### src/bft_pkg.sv
// shared constants, codes and controller/datapath interface types
package bft_pkg;

   // storage sizes
   localparam int PROGRAM_DEPTH = 128;
   localparam int TAPE_CELLS    = 64;
   localparam int INPUT_DEPTH   = 64;

   // derived widths
   localparam int PA_W = $clog2(PROGRAM_DEPTH);
   localparam int PC_W = $clog2(PROGRAM_DEPTH + 1);
   localparam int DP_W = $clog2(TAPE_CELLS);
   localparam int QA_W = (INPUT_DEPTH > 1) ? $clog2(INPUT_DEPTH) : 1;
   localparam int QC_W = $clog2(INPUT_DEPTH + 1);

   // fixed field widths
   localparam int LEN_W  = 8;
   localparam int ADDR_W = 7;
   localparam int BYTE_W = 8;

   // request kinds
   typedef enum logic [1:0] {
      OP_WRITE_PROG = 2'd0,
      OP_PUSH       = 2'd1,
      OP_RESTART    = 2'd2,
      OP_STEP       = 2'd3
   } op_type;

   // program instruction codes
   typedef enum logic [2:0] {
      I_RIGHT = 3'd0,
      I_LEFT  = 3'd1,
      I_INC   = 3'd2,
      I_DEC   = 3'd3,
      I_OUT   = 3'd4,
      I_IN    = 3'd5,
      I_OPEN  = 3'd6,
      I_CLOSE = 3'd7
   } instr_type;

   // controller to datapath
   typedef struct packed {
      logic capture;
      logic decode;
      logic exec;
      logic scan;
      logic load_rsp;
   } cmd_type;

   // datapath to controller
   typedef struct packed {
      logic step_run;
      logic jump;
      logic scan_done;
   } status_type;

endpackage

### src/bft_datapath.sv
// tape machine datapath: program, tape and input memories, machine registers
module bft_datapath
   import bft_pkg::*;
(
   input  logic               clock,
   input  logic               reset,
   input  cmd_type            cmd,
   output status_type         status,
   input  logic [1:0]         req_opcode,
   input  logic [ADDR_W-1:0]  req_prog_address,
   input  logic [2:0]         req_instr_code,
   input  logic [BYTE_W-1:0]  req_data_byte,
   input  logic               csr_write,
   input  logic [LEN_W-1:0]   csr_data,
   output logic               rsp_out_valid,
   output logic [BYTE_W-1:0]  rsp_out_byte,
   output logic               rsp_halted,
   output logic               rsp_bracket_error,
   output logic [7:0]         rsp_pc_now
);

   // captured transaction
   op_type              op_ff;
   logic [ADDR_W-1:0]   addr_ff;
   instr_type           code_ff;
   logic [BYTE_W-1:0]   byte_ff;

   // memories
   instr_type           prog_mem [PROGRAM_DEPTH];
   logic [7:0]          tape_mem [TAPE_CELLS];
   logic [BYTE_W-1:0]   queue_mem [INPUT_DEPTH];
   logic [TAPE_CELLS-1:0] tape_vld_ff;
   instr_type           prog_rdata_ff;
   logic [7:0]          tape_rdata_ff;
   logic                cell_vld_ff;
   logic [BYTE_W-1:0]   queue_rdata_ff;
   logic [PA_W-1:0]     prog_raddr;

   // machine state
   logic [LEN_W-1:0]    len_ff;
   logic [PC_W-1:0]     pc_ff, pc_in;
   logic [DP_W-1:0]     dp_ff, dp_in;
   logic [QC_W-1:0]     rd_ff, rd_in;
   logic [QC_W-1:0]     cnt_ff;
   logic                err_ff, err_in;

   // bracket scan
   logic [PA_W-1:0]     scan_ff, scan_in;
   logic [PC_W-1:0]     depth_ff, depth_in;
   logic                fwd_ff;

   // output instruction capture
   logic                emit_ff;
   logic [7:0]          emit_byte_ff;

   logic [PC_W-1:0]     eff_len;
   logic [7:0]          cur_cell;
   logic                run_ok;
   logic                jump;
   logic                match;
   logic                at_end;
   logic [PC_W-1:0]     scan_plus;

   // effective program length
   always_comb begin
      if (32'(len_ff) < PROGRAM_DEPTH) begin
         eff_len = PC_W'(len_ff);
      end else begin
         eff_len = PC_W'(PROGRAM_DEPTH);
      end
   end

   // the instruction at pc is in prog_rdata_ff during execute
   assign cur_cell = cell_vld_ff ? tape_rdata_ff : 8'd0;
   assign run_ok   = !err_ff && (pc_ff < eff_len);
   assign jump     = ((prog_rdata_ff == I_OPEN) && (cur_cell == 8'd0)) ||
                     ((prog_rdata_ff == I_CLOSE) && (cur_cell != 8'd0));

   // scan match and end tests on the entry just read
   assign scan_plus = PC_W'(scan_ff) + PC_W'(1);
   always_comb begin
      match    = 1'b0;
      depth_in = depth_ff;
      if (fwd_ff) begin
         if (prog_rdata_ff == I_OPEN) begin
            depth_in = depth_ff + PC_W'(1);
         end else if (prog_rdata_ff == I_CLOSE) begin
            depth_in = depth_ff - PC_W'(1);
            match    = (depth_ff == PC_W'(1));
         end
         at_end = (scan_plus >= eff_len);
         scan_in = scan_ff + PA_W'(1);
      end else begin
         if (prog_rdata_ff == I_CLOSE) begin
            depth_in = depth_ff + PC_W'(1);
         end else if (prog_rdata_ff == I_OPEN) begin
            depth_in = depth_ff - PC_W'(1);
            match    = (depth_ff == PC_W'(1));
         end
         at_end = (scan_ff == '0);
         scan_in = scan_ff - PA_W'(1);
      end
   end

   assign status.step_run  = (op_ff == OP_STEP) && run_ok;
   assign status.jump      = jump;
   assign status.scan_done = match || at_end;

   // program read address
   always_comb begin
      if (cmd.scan) begin
         prog_raddr = scan_in;
      end else begin
         prog_raddr = pc_ff[PA_W-1:0];
      end
   end

   // capture the request transaction
   always_ff @(posedge clock) begin
      if (cmd.capture) begin
         op_ff   <= op_type'(req_opcode);
         addr_ff <= req_prog_address;
         code_ff <= instr_type'(req_instr_code);
         byte_ff <= req_data_byte;
      end
   end

   // program store: written by load transactions, read at pc or scan index
   always_ff @(posedge clock) begin
      if (cmd.decode && (op_ff == OP_WRITE_PROG)) begin
         prog_mem[PA_W'(addr_ff)] <= code_ff;
      end
      prog_rdata_ff <= prog_mem[prog_raddr];
   end

   // input queue
   always_ff @(posedge clock) begin
      if (cmd.decode && (op_ff == OP_PUSH) && (32'(cnt_ff) < INPUT_DEPTH)) begin
         queue_mem[cnt_ff[QA_W-1:0]] <= byte_ff;
      end
      queue_rdata_ff <= queue_mem[rd_ff[QA_W-1:0]];
   end

   // next machine state for an executed instruction
   always_comb begin
      pc_in  = pc_ff;
      dp_in  = dp_ff;
      rd_in  = rd_ff;
      err_in = err_ff;
      if (cmd.exec && !jump) begin
         pc_in = pc_ff + PC_W'(1);
         unique case (prog_rdata_ff)
            I_RIGHT: begin
               if (32'(dp_ff) + 1 < TAPE_CELLS) begin
                  dp_in = dp_ff + DP_W'(1);
               end
            end
            I_LEFT: begin
               if (dp_ff != '0) begin
                  dp_in = dp_ff - DP_W'(1);
               end
            end
            I_IN: begin
               if (32'(rd_ff) < INPUT_DEPTH) begin
                  rd_in = rd_ff + QC_W'(1);
               end
            end
            default: begin
            end
         endcase
      end else if (cmd.scan) begin
         if (match) begin
            pc_in = scan_plus;
         end else if (at_end) begin
            err_in = 1'b1;
         end
      end
   end

   // tape memory with per-cell valid bits
   always_ff @(posedge clock) begin
      if (cmd.exec && !jump) begin
         unique case (prog_rdata_ff)
            I_INC: tape_mem[dp_ff] <= cur_cell + 8'd1;
            I_DEC: tape_mem[dp_ff] <= cur_cell - 8'd1;
            I_IN:  tape_mem[dp_ff] <= (rd_ff < cnt_ff) ? queue_rdata_ff : 8'd0;
            default: begin
            end
         endcase
      end
      tape_rdata_ff <= tape_mem[dp_ff];
      cell_vld_ff   <= tape_vld_ff[dp_ff];
   end

   // control registers
   always_ff @(posedge clock) begin
      if (reset) begin
         len_ff      <= '0;
         pc_ff       <= '0;
         dp_ff       <= '0;
         rd_ff       <= '0;
         cnt_ff      <= '0;
         err_ff      <= 1'b0;
         tape_vld_ff <= '0;
      end else begin
         if (csr_write) begin
            len_ff <= csr_data;
         end
         if (cmd.decode && (op_ff == OP_RESTART)) begin
            pc_ff       <= '0;
            dp_ff       <= '0;
            rd_ff       <= '0;
            err_ff      <= 1'b0;
            tape_vld_ff <= '0;
         end else begin
            pc_ff  <= pc_in;
            dp_ff  <= dp_in;
            rd_ff  <= rd_in;
            err_ff <= err_in;
         end
         if (cmd.decode && (op_ff == OP_PUSH) && (32'(cnt_ff) < INPUT_DEPTH)) begin
            cnt_ff <= cnt_ff + QC_W'(1);
         end
         if (cmd.exec && !jump &&
             ((prog_rdata_ff == I_INC) || (prog_rdata_ff == I_DEC) ||
              (prog_rdata_ff == I_IN))) begin
            tape_vld_ff[dp_ff] <= 1'b1;
         end
      end
   end

   // scan registers
   always_ff @(posedge clock) begin
      if (cmd.exec) begin
         scan_ff  <= pc_ff[PA_W-1:0];
         depth_ff <= '0;
         fwd_ff   <= (prog_rdata_ff == I_OPEN);
      end else if (cmd.scan) begin
         scan_ff  <= scan_in;
         depth_ff <= depth_in;
      end
   end

   // output instruction result
   always_ff @(posedge clock) begin
      if (cmd.capture) begin
         emit_ff <= 1'b0;
      end else if (cmd.exec && (prog_rdata_ff == I_OUT)) begin
         emit_ff      <= 1'b1;
         emit_byte_ff <= cur_cell;
      end
   end

   // response payload register
   always_ff @(posedge clock) begin
      if (cmd.load_rsp) begin
         rsp_out_valid     <= emit_ff;
         rsp_out_byte      <= emit_ff ? emit_byte_ff : 8'd0;
         rsp_halted        <= err_ff || (pc_ff >= eff_len);
         rsp_bracket_error <= err_ff;
         rsp_pc_now        <= 8'(32'(pc_ff));
      end
   end

endmodule

### src/bft_control.sv
// tape machine controller: sequences decode, execute, scan and response
module bft_control
   import bft_pkg::*;
(
   input  logic       clock,
   input  logic       reset,
   input  logic       req_valid,
   output logic       req_ready,
   output logic       rsp_valid,
   input  logic       rsp_ready,
   output cmd_type    cmd,
   input  status_type status
);

   typedef enum logic [4:0] {
      S_IDLE   = 5'b00001,
      S_DECODE = 5'b00010,
      S_EXEC   = 5'b00100,
      S_SCAN   = 5'b01000,
      S_RESP   = 5'b10000
   } state_type;

   state_type state_ff, state_in;
   logic      rsp_valid_ff, rsp_valid_in;
   logic      slot_free;

   assign req_ready = (state_ff == S_IDLE);
   assign rsp_valid = rsp_valid_ff;
   assign slot_free = !rsp_valid_ff || rsp_ready;

   // next state and commands
   always_comb begin
      state_in     = state_ff;
      cmd          = '0;
      rsp_valid_in = rsp_valid_ff && !rsp_ready;
      unique case (state_ff)
         S_IDLE: begin
            if (req_valid) begin
               cmd.capture = 1'b1;
               state_in    = S_DECODE;
            end
         end
         S_DECODE: begin
            cmd.decode = 1'b1;
            state_in   = status.step_run ? S_EXEC : S_RESP;
         end
         S_EXEC: begin
            cmd.exec = 1'b1;
            state_in = status.jump ? S_SCAN : S_RESP;
         end
         S_SCAN: begin
            cmd.scan = 1'b1;
            if (status.scan_done) begin
               state_in = S_RESP;
            end
         end
         S_RESP: begin
            if (slot_free) begin
               cmd.load_rsp = 1'b1;
               rsp_valid_in = 1'b1;
               state_in     = S_IDLE;
            end
         end
         default: begin
            state_in = S_IDLE;
         end
      endcase
   end

   // state registers
   always_ff @(posedge clock) begin
      if (reset) begin
         state_ff     <= S_IDLE;
         rsp_valid_ff <= 1'b0;
      end else begin
         state_ff     <= state_in;
         rsp_valid_ff <= rsp_valid_in;
      end
   end

endmodule

### src/brainfuck_tape_machine.sv
// top level of the stepwise tape machine interpreter
//
// channel   direction  handshake            payload
// req_      in         req_valid/req_ready  opcode, prog_address, instr_code, data_byte
// rsp_      out        rsp_valid/rsp_ready  out_valid, out_byte, halted, bracket_error, pc_now
// csr_      in         csr_valid/csr_ready  csr_data (program length)
//
// program load, input push, restart and a step while halted go through accept, decode and response
// a running step goes through accept, decode with registered memory read, execute and response
// a taken bracket adds a scan of the program entries, read in turn on the program read port
// synchronous reset clears the tape valid bits at once, so no clearing pass is needed
// a new transaction is accepted while a finished response still waits on rsp_ready
module brainfuck_tape_machine
   import bft_pkg::*;
(
   input  logic               clock,
   input  logic               reset,
   input  logic               req_valid,
   output logic               req_ready,
   input  logic [1:0]         req_opcode,
   input  logic [ADDR_W-1:0]  req_prog_address,
   input  logic [2:0]         req_instr_code,
   input  logic [BYTE_W-1:0]  req_data_byte,
   output logic               rsp_valid,
   input  logic               rsp_ready,
   output logic               rsp_out_valid,
   output logic [BYTE_W-1:0]  rsp_out_byte,
   output logic               rsp_halted,
   output logic               rsp_bracket_error,
   output logic [7:0]         rsp_pc_now,
   input  logic               csr_valid,
   output logic               csr_ready,
   input  logic [LEN_W-1:0]   csr_data
);

   cmd_type    cmd;
   status_type status;

   // register writes are taken in any cycle
   assign csr_ready = 1'b1;

   bft_control u_control (
      .clock     (clock),
      .reset     (reset),
      .req_valid (req_valid),
      .req_ready (req_ready),
      .rsp_valid (rsp_valid),
      .rsp_ready (rsp_ready),
      .cmd       (cmd),
      .status    (status)
   );

   bft_datapath u_datapath (
      .clock             (clock),
      .reset             (reset),
      .cmd               (cmd),
      .status            (status),
      .req_opcode        (req_opcode),
      .req_prog_address  (req_prog_address),
      .req_instr_code    (req_instr_code),
      .req_data_byte     (req_data_byte),
      .csr_write         (csr_valid),
      .csr_data          (csr_data),
      .rsp_out_valid     (rsp_out_valid),
      .rsp_out_byte      (rsp_out_byte),
      .rsp_halted        (rsp_halted),
      .rsp_bracket_error (rsp_bracket_error),
      .rsp_pc_now        (rsp_pc_now)
   );

endmodule

### config.mk
export PLATFORM = sky130hd
export DESIGN_NAME = brainfuck_tape_machine
export DESIGN_NICKNAME = d
export VERILOG_FILES = /design/src/bft_pkg.sv /design/src/bft_datapath.sv /design/src/bft_control.sv /design/src/brainfuck_tape_machine.sv
export SDC_FILE = /design/constraint.sdc
export NUM_CORES = 2
export LEC_CHECK = 0
export BUFFER_PORTS_ARGS = -buffer_cell sky130_fd_sc_hd__buf_4
export CAP_MARGIN = 20
export CORE_ASPECT_RATIO = 0.8
export CORE_MARGIN = 10
export CORE_UTILIZATION = 40
export DETAILED_ROUTE_END_ITERATION = 16
export PLACE_DENSITY_LB_ADDON = 0.12
export SLEW_MARGIN = 5
export SYNTH_ARGS = -nofsm -noshare
export SYNTH_HDL_FRONTEND = slang
export SYNTH_SLANG_ARGS = --single-unit
### constraint.sdc
create_clock -name clock -period 3.2 [get_ports clock]
set_input_delay 0 -clock clock [delete_from_list [all_inputs] [get_ports clock]]
set_output_delay 0 -clock clock [all_outputs]
set_load 0.005 [all_outputs]
==> results.json <==
{
  "status": "finished, final reports clean",
  "use_met3_pct": 3.636,
  "synth-seq-area-share_pct": 74.31,
  "design_area_um2": 73950,
  "cp-end-kind": "flip-flop",
  "critPathLaunchType": "flip-flop",
  "port_buffers": 53,
  "drive_gt1_share_pct": 18.78,
  "worst_hold_slack_ns": 0.2347,
  "grt_use_met1_pct": 30.11,
  "cpMostUsedCell": "buf_4",
  "first_pass_iters": 5,
  "multiInputGateArea_um2": 15220,
  "grt_use_met2_pct": 29.87,
  "synth_edf_count": 1463,
  "start_util_pct": 40.43,
  "p_per_area_nw_per_um2": 622.0,
  "power_leakage_nw": 24.56,
  "antenna_found_initial": 3,
  "clock_path_buffers": 3,
  "grt_busiest_layer": "met1",
  "max_freq_ghz": 0.3225,
  "cp_max_fo": 24,
  "hold_violations": 0,
  "nets": 4363,
  "worst_pin_slew_ns": 1.074,
  "grt_pass1_wl_mm": 259.5,
  "synth_area_leaders": "edfxtp_1, mux4_2, dfxtp_1",
  "hp-class": "in2reg",
  "finalPower_mw": 45.99,
  "chipHeight_um": 374.4,
  "io_pins": 55,
  "ys.flop_type": "edfxtp_1",
  "async_flop_share_pct": 0,
  "cp.required_ns": 3.94,
  "synth.most_common_cell": "edfxtp_1",
  "clkLatencyLatePin_ns": 0.81,
  "synth_top_cell_area_share_pct": 69.97,
  "ys_seq_elements": 1599,
  "die_w_um": 462.9,
  "synth_fp_nets": 3997,
  "core_um2": 155300,
  "max_cap_viol_count": 0,
  "rows": 129,
  "drt_iter0_drc": 4082,
  "placed_cell_area_um2": 67800,
  "gp_congestion": 0.8464,
  "vdd_drop_max_mv": 0.5282,
  "grt_max_degree": 129,
  "nFillCells": 13470,
  "routedWlPerCell_um": 27.28,
  "dpl_worst_slack_ns": 0.003494,
  "ys_types": 75,
  "path_cells": "or3_1, o21ai_4, buf_4, and3_1, a2111oi_0, nor4_1, o32ai_1, a211oi_1, buf_4, o21ai_1, nand4_1",
  "area_growth_pct": 17.79,
  "synth_common_cells": "edfxtp_1, nor2_1, nand2_1, a22oi_1, mux4_2",
  "final_min_period_over_clock_period_pct": 96.91,
  "clock-sinks": 1599,
  "grt_pass1_vias": 36190,
  "drv_slew": 0,
  "syn-cell-area_um2": 62780,
  "critical_path_class": "reg2reg",
  "setup_ws_ns": 0.09897,
  "cts_tree": "done",
  "gr-total-overflow": 0,
  "route.detailed.drc": 0,
  "yosysTopAreaCell": "edfxtp_1",
  "vias_per_cell": 5.633,
  "critPathMaxStageDelay_ns": 0.47,
  "num_vias": 36740,
  "drt-total-wl_mm": 177.9,
  "fin_worst_skew_ns": 0.02646,
  "clkTransAtPathRegs_ns": 0.06,
  "crit_arrival_ns": 3.84,
  "grt_usage_pct": 20.01,
  "hpwl_mm": 110.6,
  "ys_warn_count": 0,
  "cts_root_buffer": "clkbuf_16",
  "slowest_stage": "nor4_1",
  "synth_cells": 3922,
  "numCtsBuffers": 161,
  "drtAntennaViolNets": 0,
  "cts_max_level": 4,
  "ff_latch_area_um2": 46660,
  "period_needed_ns": 3.101,
  "setup_viol": 0,
  "slew_headroom_pct": 28.10,
  "syn_area_per_cell_um2": 16.01,
  "dieArea_um2": 173300
}
area by class of cell:
class | instances | area share (%)
inverter | 34 | 0.1726
multi-input combinational | 2054 | 20.58
tap | 2096 | 3.546
sequential | 1599 | 63.10
clock buffer | 223 | 6.118
antenna | 3 | 0.01015
clock inverter | 76 | 1.029
timing repair buffer | 438 | 5.441
metal layers:
layer  share of wire (%)  wire length [µm]
met1                  46             82660
met2                  45             79570
met3                 6.6             11820
met4                 2.2              3895
met5                   0                 0
worst paths after layout:
| kind | start | to | slack [ns] | depth (start not counted) |
|---|---|---|---|---|
| setup / recovery | u_control.state_ff[4] | u_datapath.prog_rdata_ff[1] | 0.1 | 11 |
| hold / removal | req_valid | u_datapath.emit_ff | 0.23 | 5 |
| setup reg to reg | u_control.state_ff[4] | u_datapath.prog_rdata_ff[1] | 0.1 | 11 |
| hold reg to reg | u_datapath.tape_vld_ff[58] | u_datapath.tape_vld_ff[58] | 0.46 | 2 |
critical path: cells and delay by family, from the launching register on:
family / cells / cell delay [ns]
compound gates: 5 / 0.89
buf+inv: 2 / 0.56
flops: 1 / 0.34
simple gates: 4 / 1.23
logic make-up (layout without fill, tap and decap cells):
logic type	count (synthesis)	after routing	share of synthesized area, %
AOI/OAI and AO/OA	740	740	8.428
xor gates and xnor gates	41	41	0.5720
adders and majority gates	42	42	0.8609
buffers and inverters	269	771	1.758
DFF	1599	1599	74.31
muxes	213	213	6.744
other	1	4	0.005973
and+or+nand+nor	1017	1017	7.320
stage by stage:
stage	std cells	TNS [ns]	util, %
after floorplan	3922	0	-
after global placement	6143	0	43.67
after detailed placement	6143	0	43.67
after CTS	6510	0	47.51
after global routing	6520	-0.05061	47.62
final	6523	0	47.63
where the power goes:
group | internal, mW | total (mW) | switching (mW)
Clock | 10.7 | 18.9 | 8.19
Combinational | 0.958 | 3.33 | 2.37
Sequential | 23.6 | 23.8 | 0.193
Total | 35.2 | 46.0 | 10.8
cells in the final DEF, fill, tap and decap left out, drive strengths merged, types with 31 or more instances in the layout:
cell	count
a22oi	269
nand3	137
inv	41
o21ai	54
dlygate4sd3	68
clkinv	59
nand4	66
dfxtp	136
xnor2	31
edfxtp	1463
ha	40
a31oi	34
and3	36
a21oi	144
nand2	305
mux2i	45
a22o	83
clkbuf	224
a221oi	38
mux4	168
nor2	354
buf	369
what timing repair did:
action                                 in CTS  in global routing
cloned                                      0                  0
hold buffers                               68                  0
endpoints found under the hold margin      70                  0
pin swaps                                   0                  3
gates resized for setup                     1                 21
buffers inserted                            0                  7
setup endpoints to repair                   1                  8
registers in the layout, summed over array words and instances (netlist names), 8 cells and up:
name / count
u_datapath.emit_byte_ff: 8
u_datapath.byte_ff: 8
u_datapath.queue_mem: 512
u_datapath.prog_mem: 384
u_datapath.tape_mem: 512
u_datapath.rsp_out_byte: 8
u_datapath.queue_rdata_ff: 8
u_datapath.len_ff: 8
u_datapath.depth_ff: 8
u_datapath.rsp_pc_now: 8
u_datapath.tape_vld_ff: 64
u_datapath.tape_rdata_ff: 8
u_datapath.pc_ff: 8
Power figures use the tool's default switching activity.
